`config.mk`:
```
export PLATFORM = sky130hd
export DESIGN_NAME = sps_cell
export DESIGN_NICKNAME = d
export VERILOG_FILES = /design/src/rtl/core/sps_pkg.sv /design/src/rtl/core/sps_cell.sv
export SDC_FILE = /design/constraint.sdc
export NUM_CORES = 1
export LEC_CHECK = 0
export ABC_AREA = 1
export BUFFER_PORTS_ARGS = -buffer_cell sky130_fd_sc_hd__buf_4
export CAP_MARGIN = 20
export CORE_MARGIN = 4
export CORE_UTILIZATION = 50
export DETAILED_ROUTE_END_ITERATION = 7
export PLACE_DENSITY = 0.71
export SLEW_MARGIN = 40
export SYNTH_ARGS = -nofsm -noshare
export SYNTH_HDL_FRONTEND = slang
export SYNTH_SLANG_ARGS = --single-unit
```
`constraint.sdc`:
```
create_clock -name clk -period 5.84 [get_ports clk]
set_clock_uncertainty 0.05 [all_clocks]
set_input_delay 0.584 -clock clk [delete_from_list [all_inputs] [get_ports clk]]
set_output_delay 0.584 -clock clk [all_outputs]
set_load 0.01 [all_outputs]
```
`src/rtl/core/sps_pkg.sv`:
```
// Package with shared constants of the segmented prime sieve.
package sps_pkg;
  localparam int LimitBitsDef = 20;
  localparam int BaseDepthDef = 256;
  localparam int SegDepthDef = 1024;
  localparam logic [19:0] LimitReset = 20'd100;
endpackage

```
`src/rtl/core/sps_cell.sv`:
```
// One sieve cell: holds a running multiple of its prime and marks a candidate.
module sps_cell
  import sps_pkg::*;
#(
  parameter int W = 21
) (
  input  logic         clk,
  input  logic         rst,
  input  logic         set_prime,
  input  logic [W-1:0] prime_in,
  input  logic [W-1:0] cand,
  input  logic         step,
  input  logic         comp_in,
  output logic         comp_out,
  output logic         used
);
  logic [W-1:0] p;
  logic [W-1:0] mult;
  logic         hit;

  // The multiple only ever trails the candidate by less than one prime.
  always_comb begin
    hit = used && (mult == cand) && (cand != p);
  end

  always_ff @(posedge clk) begin
    if (rst) begin
      used <= 1'b0;
    end else if (set_prime) begin
      used <= 1'b1;
      p <= prime_in;
      mult <= prime_in;
    end else if (step && used && mult < cand) begin
      mult <= mult + p;
    end
  end

  assign comp_out = comp_in | hit;
endmodule

```
==> results of run 1 <==
[flip-flops by register name (all words and copies together) (netlist names)]
name  flops
used      1
mult     21
p        21
[cell families after synthesis]
group | count (synthesis) | share of synthesized area, %
compound gates | 43 | 6.235
xor+xnor | 26 | 6.269
fa+ha+maj | 42 | 14.67
buf+inv | 72 | 7.578
flops | 43 | 35.27
simple gates | 258 | 29.97
[power by group]
group	leakage [nW]	switching, mW	internal (mW)
Clock	0.0482	0.104	0.0956
Combinational	1.62	0.195	0.128
Sequential	0.405	0.0162	0.371
[critical path, stage by stage, from the launching register on]
cell and delay [ps]:
edfxtp_1 410, ha_1 340, and3_1 280, nand4_1 190
nor3_1 300, nand2_1 120, nand2_1 70, buf_4 110
[path summary, 6_finish.rpt]
| kind | endpoint | cells after the start |
|---|---|---|
| min | p[14] | 1 |
| min reg2reg | used | 2 |
| max | comp_out | 7 |
| max reg2reg | mult[8] | 8 |
[cell type report]
class	count	share of cell area, %
flip-flops and latches	43	30.47
inverters	68	6.070
clock inverters	1	0.1190
well taps	96	2.856
repair buffers	50	8.926
multi-input cells	369	49.51
clock buffers	7	2.053
[per-layer routing]
metal  part of all wire, %  global-route usage, %
met3                   8.3                  4.183
met4                   2.3                  5.861
met2                    46                  37.28
met1                    44                  31.17
met5                     0                      0
[layout by cell type, fill, tap and decap left out, types with 9 or more instances in the layout]
master and instances:
nor2_1 37, o21ai_0 10, nand2_1 159, a21oi_1 26
xnor2_1 26, edfxtp_1 42, nand4_1 9, buf_4 50
ha_1 41, nand3_1 32, inv_1 66
==> impl_metrics.env, run 1 <==
export IMPL_setup_viol=0
export IMPL_p_leak_nw=2.071
export IMPL_timing_worst_setup_path_type="flop to primary output"
export IMPL_r2r_start="mult[20]"
export IMPL_syn_to_final_growth_pct=15.78
export IMPL_postCtsSetupRepairBufs=0
export IMPL_dieArea_um2=8692
export IMPL_yosysMostFrequentCell="nand2_1"
export IMPL_slew_viol_final=0
export IMPL_crit_path_end_kind="primary output"
export IMPL_port_buffers=48
export IMPL_post_route_min_period_ps=2753
export IMPL_drive_above_1_share_pct=12.64
export IMPL_dieHeight_um=93.23
export IMPL_critPathLaunchType="flop"
export IMPL_gp_congestion=0.8965
export IMPL_grt_max_degree=28
export IMPL_synth_flop_cell="edfxtp_1"
export IMPL_cts_hold_buf=0
export IMPL_finalSetupTns_ps=0
export IMPL_powerDensity_nw_per_um2=216.2
export IMPL_synth_largest_area_cell="edfxtp_1"
export IMPL_detailedPlace_worstSlack_ps=2895
export IMPL_wl_um=9445
export IMPL_min_from="prime_in[14]"
export IMPL_place_hpwl_um=7876
export IMPL_cts_sinks=43
export IMPL_crit_start="mult[20]"
export IMPL_status="finished clean"
export IMPL_h_tree_depth=2
export IMPL_yosysWarnings=0
export IMPL_tightest_slew_ps=723.0
export IMPL_cts_buffers=5
export IMPL_core_um2=6907
export IMPL_finalNonFillerCells=634
export IMPL_antenna_found_initial=0
export IMPL_cts_resized_gates=0
export IMPL_vdd_drop_max_uv=119.5
export IMPL_syn_avg_cell_area_um2=7.505
export IMPL_setup_ws_ps=3087
export IMPL_synth_edf_count=42
export IMPL_cp_data_arrival_time_ps=2120
export IMPL_critPathMaxFanout=3
export IMPL_multi_input_area_um2=2082
export IMPL_num_vias=3243
export IMPL_grt_pass1_wl_um=15460
export IMPL_synthArstFlopShare_pct=0
export IMPL_crit_required_ps=5210
export IMPL_clock_path_buffers=2
export IMPL_synth_nets=573
export IMPL_final_nets=626
export IMPL_slew_headroom_pct=51.75
export IMPL_ys_ff_latch=43
export IMPL_drc=0
export IMPL_viasPerCell=5.115
export IMPL_post_route_cell_area_um2=4205
export IMPL_synth_top_area_share_pct=34.72
export IMPL_fin_util_pct=60.89
export IMPL_initial_core_util_pct=52.59
export IMPL_grt_pass1_vias=3260
export IMPL_fmax_mhz=363.2
export IMPL_synth_area_leaders="edfxtp_1 35%, nand2_1 16%, ha_1 14%"
export IMPL_syn_inst=484
export IMPL_cts_tree="built"
export IMPL_register_area_um2=1281
export IMPL_ant_nets=0
export IMPL_grt_usage_pct=22.82
export IMPL_yosysSeqAreaShare_pct=35.27
export IMPL_finalCritPeriodShare_pct=47.14
export IMPL_dr_pass1_iters=4
export IMPL_clk_pin_slew_worst_paths_ps=90
export IMPL_placed_cells=626
export IMPL_r2r_setup_slack_ps=3360
export IMPL_power_total_mw=0.9091
export IMPL_placed_cell_area_um2=4114
export IMPL_num_io_pins=49
export IMPL_wl_per_cell_um=14.90
export IMPL_rows=30
export IMPL_hold_violations=0
export IMPL_synth_common_cells="159 x nand2_1, 66 x inv_1, 42 x edfxtp_1"
export IMPL_drtIter0Drc=279
export IMPL_clk_latency_ps=300
export IMPL_hold_path_class="primary input to flop"
export IMPL_syn_area_um2=3632
export IMPL_die_x_um=93.23
export IMPL_whs_ps=412.7
export IMPL_grt_overflow_total=0
export IMPL_synth_cell_types=28
export IMPL_antenna_cells=0
export IMPL_fill_cells=705
export IMPL_cts_root_buf="clkbuf_8"
export IMPL_rsz0062_at_grt="false"
export IMPL_maxCapViolations=0
(Power assumes the default switching activity.)
==> run 2, diff against run 1 <==
--- a/config.mk
+++ b/config.mk
@@ -5,13 +5,13 @@
 export SDC_FILE = /design/constraint.sdc
 export NUM_CORES = 1
 export LEC_CHECK = 0
-export ABC_AREA = 1
+export ABC_AREA = 0
 export BUFFER_PORTS_ARGS = -buffer_cell sky130_fd_sc_hd__buf_4
 export CAP_MARGIN = 20
 export CORE_MARGIN = 4
 export CORE_UTILIZATION = 50
 export DETAILED_ROUTE_END_ITERATION = 7
-export PLACE_DENSITY = 0.71
+export PLACE_DENSITY = 0.74
 export SLEW_MARGIN = 40
 export SYNTH_ARGS = -nofsm -noshare
 export SYNTH_HDL_FRONTEND = slang
==> constraint.sdc (replaced) <==
create_clock -name clk -period 2.3 [get_ports clk]
set_clock_uncertainty 0.05 [all_clocks]
set_input_delay 0.23 -clock clk [delete_from_list [all_inputs] [get_ports clk]]
set_output_delay 0.23 -clock clk [all_outputs]
set_load 0.01 [all_outputs]
==> run 2 against run 1 <==
  * The flow now finishes with violations (setup timing)
  * Combinational power rose to 3.5 times the previous value
  * Critical path depth rose by 1
  * Highest routed layer unchanged
  * Critical endpoint is now mult[5]
  * Wire length grew 7.6%
  * Largest power group is now combinational cells
  * Synthesized area decreased by 6.7%
  * Synthesized cell count is 29% lower
  * Non-clock buffer count is 58 higher
  * First-iteration DRC count decreased by 17%
  * Die area fell by 6.1%
  * Largest cell class unchanged
  * Sequential share of layout area fell by 3.3 points
  * Register-to-register slack got worse by 3500 ps
  * Design area up 12%
==> impl_metrics.env, run 2 <==
export IMPL_placed_cells=512
export IMPL_timing_worst_setup_path_type="flop to flop"
export IMPL_num_io_pins=49
export IMPL_r2r_setup_slack_ps=-140
export IMPL_antenna_cells=0
export IMPL_post_route_cell_area_um2=4720
export IMPL_drtIter0Drc=231
export IMPL_p_leak_nw=2.006
export IMPL_syn_avg_cell_area_um2=9.850
export IMPL_h_tree_depth=2
export IMPL_synth_nets=433
export IMPL_gp_congestion=0.8805
export IMPL_dr_pass1_iters=5
export IMPL_cts_tree="built"
export IMPL_top_regs="mult x21, p x21, used x1"
export IMPL_drc=0
export IMPL_wl_per_cell_um=19.25
export IMPL_synth_cell_types=50
export IMPL_num_vias=3170
export IMPL_slew_viol_final=0
export IMPL_clk_pin_slew_worst_paths_ps=90
export IMPL_drive_above_1_share_pct=36.59
export IMPL_finalSetupTns_ps=-2829
export IMPL_ys_ff_latch=43
export IMPL_final_cell_mix="100 x buf_4, 42 x edfxtp_1, 35 x ha_1"
export IMPL_detailedPlace_worstSlack_ps=-204.5
export IMPL_cp_data_arrival_time_ps=2410
export IMPL_post_route_min_period_ps=2439
export IMPL_dieArea_um2=8158
export IMPL_yosysSeqAreaShare_pct=37.81
export IMPL_cts_sinks=43
export IMPL_rr_worst_depth=8
export IMPL_vdd_drop_max_uv=365.0
export IMPL_critPathSlowestCell="edfxtp_1"
export IMPL_yosysWarnings=0
export IMPL_maxCapViolations=0
export IMPL_crit_required_ps=2270
export IMPL_antenna_found_initial=0
export IMPL_die_x_um=90.32
export IMPL_whs_ps=50.65
export IMPL_synth_common_cells="42 x edfxtp_1, 41 x ha_1, 31 x nand2_1"
export IMPL_place_hpwl_um=7346
export IMPL_ant_nets=0
export IMPL_slowest_delay_ps=430
export IMPL_tightest_slew_ps=466.2
export IMPL_power_total_mw=2.607
export IMPL_crit_top_cell="o21a_1"
export IMPL_status="complete, but fails checks"
export IMPL_grt_overflow_total=0
export IMPL_grt_max_degree=39
export IMPL_min_from="prime_in[3]"
export IMPL_path_cells="ha_1, nor2b_1, o21a_1, o21a_1, o211ai_1, a311oi_2, o32ai_4, buf_4"
export IMPL_crit_family="compound AO/OA/AOI/OAI gates"
export IMPL_clock_path_buffers=2
export IMPL_r2r_start="mult[1]"
export IMPL_r2r_end="mult[5]"
export IMPL_rows=29
export IMPL_wl_um=10160
export IMPL_critPathLaunchType="flop"
export IMPL_grt_pass1_wl_um=15690
export IMPL_setup_viol=30
export IMPL_clk_latency_ps=310
export IMPL_synth_largest_area_cell="edfxtp_1"
export IMPL_placed_cell_area_um2=4225
export IMPL_initial_core_util_pct=52.46
export IMPL_yosysMostFrequentCell="edfxtp_1"
export IMPL_cts_hold_buf=0
export IMPL_cts_root_buf="clkbuf_8"
export IMPL_hold_violations=0
export IMPL_mostFrequentLayoutCell="buf_4"
export IMPL_syn_inst=344
export IMPL_core_um2=6459
export IMPL_powerDensity_nw_per_um2=552.4
export IMPL_setup_ws_ps=-139.1
export IMPL_cts_buffers=5
export IMPL_critPathMaxFanout=5
export IMPL_final_nets=539
export IMPL_path_buf_inv=1
export IMPL_synth_top_area_share_pct=37.22
export IMPL_syn_to_final_growth_pct=39.29
export IMPL_hold_path_class="primary input to flop"
export IMPL_grt_usage_pct=24.11
export IMPL_violations="setup timing"
export IMPL_finalCritPeriodShare_pct=106.0
export IMPL_grt_pass1_vias=3215
export IMPL_finalNonFillerCells=528
export IMPL_whs_endpoint="p[3]"
export IMPL_fmax_mhz=410.0
export IMPL_synth_area_leaders="edfxtp_1 37%, ha_1 15%, xnor2_1 5.9%"
export IMPL_dieHeight_um=90.32
export IMPL_synthArstFlopShare_pct=0
export IMPL_viasPerCell=6.004
export IMPL_min_path_cells=1
export IMPL_fin_util_pct=73.07
export IMPL_crit_path_end_kind="flop"
export IMPL_port_buffers=48
export IMPL_syn_area_um2=3388
export IMPL_rsz0062_at_grt="true"
export IMPL_slew_headroom_pct=68.73
export IMPL_synth_edf_count=42
export IMPL_synth_flop_cell="edfxtp_1"
## run 2: cell count changes in the layout (fill, tap and decap cells not counted), moves of 8 or more
cell / change
nand3_1: -24
buf_4: +50
nor2_1: -28
a21oi_1: -8
nand2_1: -128
o21ai_0: +9
a21o_1: +9
inv_1: -40
xnor2_1: -10
o21ai_1: +8
## run 2: per-layer routing
metal | track usage (%) | vias up | part of all wire, % | wire, µm
li1 | - | 1495 | - | -
met1 | 31.02 | 1493 | 41 | 4158
met2 | 41.13 | 159 | 50 | 5066
met3 | 4.417 | 23 | 7.3 | 744
met4 | 7.526 | 0 | 1.9 | 194
met5 | 0 | - | 0 | 0
## run 2: area by class of cell
class                   count  area, µm²
inverters                  27      101.3
clock inverters             2      7.507
fillers                   463       1739
multi-input cells         265       2311
clock buffers               6      72.57
well taps                  77      96.34
flip-flops and latches     43       1281
repair buffers            108      849.6
## run 2: worst max path at each step
stage             from        to  slack, ps  cells past startpoint
5_1_grt        mult[1]   mult[5]       -210                      8
3_5_place_dp      p[0]  mult[16]       -200                      8
6_report       mult[1]   mult[5]       -140                      8
2_1_floorplan  mult[1]   mult[0]       -200                      7
3_3_place_gp      p[0]  mult[16]       -130                      8
4_1_cts        mult[1]   mult[6]        -90                      8
## run 2: worst register-to-register path: stages (launching register included)
cell      delay, ps
edfxtp_1        430
ha_1            310
nor2b_1         140
o21a_1          160
o21a_1          180
o211ai_1        200
a311oi_2        160
o32ai_4         290
buf_4           220
## run 2: cells by family after synthesis
| family | share of synthesized area [%] |
|---|---|
| muxes | 1.108 |
| AOI/OAI and AO/OA | 18.91 |
| buffers and inverters | 4.431 |
| DFF | 37.81 |
| xor gates and xnor gates | 8.530 |
| and+or+nand+nor | 13.48 |
| adders and majority gates | 15.73 |
## run 2: what timing repair did
action	4_1_cts	5_1_grt
setup endpoints to repair	33	37
setup buffers	6	4
hold endpoints to repair	0	0
resized for setup	35	35
pin swaps	14	14
## run 2: power breakdown
part	total, mW	switching [mW]	internal (mW)
sequential	0.994	0.0478	0.946
combinational	1.12	0.563	0.558
clock	0.492	0.284	0.208
==> run 3, diff against run 2 <==
--- a/config.mk
+++ b/config.mk
@@ -9,9 +9,9 @@
 export BUFFER_PORTS_ARGS = -buffer_cell sky130_fd_sc_hd__buf_4
 export CAP_MARGIN = 20
 export CORE_MARGIN = 4
-export CORE_UTILIZATION = 50
+export CORE_UTILIZATION = 63
 export DETAILED_ROUTE_END_ITERATION = 7
-export PLACE_DENSITY = 0.74
+export PLACE_DENSITY = 0.87
 export SLEW_MARGIN = 40
 export SYNTH_ARGS = -nofsm -noshare
 export SYNTH_HDL_FRONTEND = slang
==> constraint.sdc (replaced) <==
create_clock -name clk -period 3.15 [get_ports clk]
set_clock_uncertainty 0.05 [all_clocks]
set_input_delay 0.315 -clock clk [delete_from_list [all_inputs] [get_ports clk]]
set_output_delay 0.315 -clock clk [all_outputs]
set_load 0.01 [all_outputs]
==> run 3 against run 2 <==
  * The flow now finishes without violations
  * Largest power group is now sequential cells
  * Setup slack better by 360 ps
  * Sequential cell count unchanged
  * Critical path type unchanged
  * Clock-buffer cell count grew 2
  * Die area is 19% lower
  * Core utilization is 2.7 points higher
  * Fmax is 17% lower
  * Sequential power is 27% lower
  * Final cell count shrank 12%
  * First-iteration DRC count grew 9.1%
  * Critical endpoint is now mult[16]
  * Power shrank 35%
==> impl_metrics.env, run 3 (synthesis gave the netlist of run 2 again) <==
export IMPL_status="finished clean"
export IMPL_num_vias=2908
export IMPL_fmax_mhz=341.1
export IMPL_rows=26
export IMPL_cts_resized_gates=0
export IMPL_final_cell_mix="51 x buf_4, 42 x edfxtp_1, 41 x ha_1"
export IMPL_core_um2=5172
export IMPL_vdd_drop_max_uv=298.3
export IMPL_tightest_slew_ps=506.2
export IMPL_clock_path_buffers=2
export IMPL_initial_core_util_pct=65.51
export IMPL_syn_to_final_growth_pct=15.69
export IMPL_dr_pass1_iters=7
export IMPL_grt_pass1_vias=2951
export IMPL_slew_viol_final=0
export IMPL_port_buffers=48
export IMPL_finalSetupTns_ps=0
export IMPL_antenna_cells=0
export IMPL_hold_violations=0
export IMPL_post_route_min_period_ps=2932
export IMPL_setup_viol=0
export IMPL_critPathMaxFanout=3
export IMPL_crit_path_end_kind="flop"
export IMPL_drive_above_1_share_pct=17.51
export IMPL_dieArea_um2=6615
export IMPL_wl_um=8753
export IMPL_die_x_um=81.34
export IMPL_drc=0
export IMPL_path_cells="ha_1, fa_1, a211oi_1, o21bai_1, a22oi_1, o21ai_0, nor4b_1, a311oi_1"
export IMPL_power_total_mw=1.693
export IMPL_gp_congestion=0.9304
export IMPL_slowest_delay_ps=450
export IMPL_postCtsSetupRepairBufs=0
export IMPL_cts_buffers=5
export IMPL_num_io_pins=49
export IMPL_maxCapViolations=0
export IMPL_mostFrequentLayoutCell="buf_4"
export IMPL_powerDensity_nw_per_um2=431.9
export IMPL_top_regs="mult x21, p x21, used x1"
export IMPL_crit_required_ps=3130
export IMPL_cp_data_arrival_time_ps=2910
export IMPL_setup_ws_ps=218.1
export IMPL_detailedPlace_worstSlack_ps=382.7
export IMPL_grt_overflow_total=0
export IMPL_cts_root_buf="clkbuf_8"
export IMPL_grt_max_degree=40
export IMPL_cts_hold_buf=0
export IMPL_drtIter0Drc=252
export IMPL_slew_headroom_pct=65.81
export IMPL_grt_pass1_wl_um=13810
export IMPL_viasPerCell=6.267
export IMPL_finalCritPeriodShare_pct=93.08
export IMPL_hold_path_class="primary input to flop"
export IMPL_cts_sinks=43
export IMPL_antenna_found_initial=0
export IMPL_clk_latency_ps=300
export IMPL_rsz0062_at_grt="false"
export IMPL_ant_nets=0
export IMPL_cts_tree="built"
export IMPL_h_tree_depth=2
export IMPL_place_hpwl_um=6804
export IMPL_dieHeight_um=81.34
export IMPL_grt_usage_pct=27.88
export IMPL_clk_pin_slew_worst_paths_ps=90
export IMPL_p_leak_nw=1.643
export IMPL_final_nets=482
export IMPL_timing_worst_setup_path_type="flop to flop"
export IMPL_fill_cells=387
export IMPL_wl_per_cell_um=18.86
export IMPL_critPathLaunchType="flop"
export IMPL_critPathSlowestCell="fa_1"
run 3: area by class of cell:
class	instances	area, µm²	share of cell area [%]
clock buffer	8	100.1	2.553
timing repair buffer	51	382.9	9.767
tap	70	87.58	2.234
inverter	27	101.3	2.585
multi-input combinational	265	1967	50.18
sequential	43	1281	32.68
run 3: metrics by stage:
| stage | instance area [µm²] | instances | util [%] | hold WS (ps) |
|---|---|---|---|---|
| after floorplan | 3396 | 344 | - | 337.4 |
| after global placement | 3820 | 456 | 73.85 | 451.5 |
| after detailed placement | 3820 | 456 | 73.85 | 453.3 |
| after CTS | 3920 | 464 | 75.79 | 142.5 |
| after global routing | 3920 | 464 | 75.79 | 140.3 |
| final | 3920 | 464 | 75.79 | 142.8 |
run 3: per-layer routing:
metal  share of wire [%]  vias up  wire [µm]  global-route usage [%]
met3                 9.0       24        791                   4.878
met5                   0        -          0                       0
li1                    -     1384          -                       -
met2                  49      165       4246                   48.45
met4                 2.7        0        240                   10.30
met1                  40     1335       3475                   34.39
run 3: power breakdown:
| part | switching (mW) | internal, mW | total (mW) |
|---|---|---|---|
| clock | 0.197 | 0.201 | 0.397 |
| combinational | 0.324 | 0.249 | 0.573 |
| sequential | 0.0326 | 0.691 | 0.723 |
run 3: worst paths after layout:
kind               startpoint        to  slack [ps]  cells after the start
hold reg to reg          used      used         490                      2
hold / removal    prime_in[3]      p[3]         140                      1
setup / recovery         p[0]  mult[16]         220                      8
setup reg to reg         p[0]  mult[16]         220                      8
run 3: critical path, delay by kind of cell (launching register included):
kind                       cells  cell delay (ps)
and+or+nand+nor                1              320
adders and majority gates      2              720
AOI/OAI and AO/OA              5             1140
DFF                            1              440
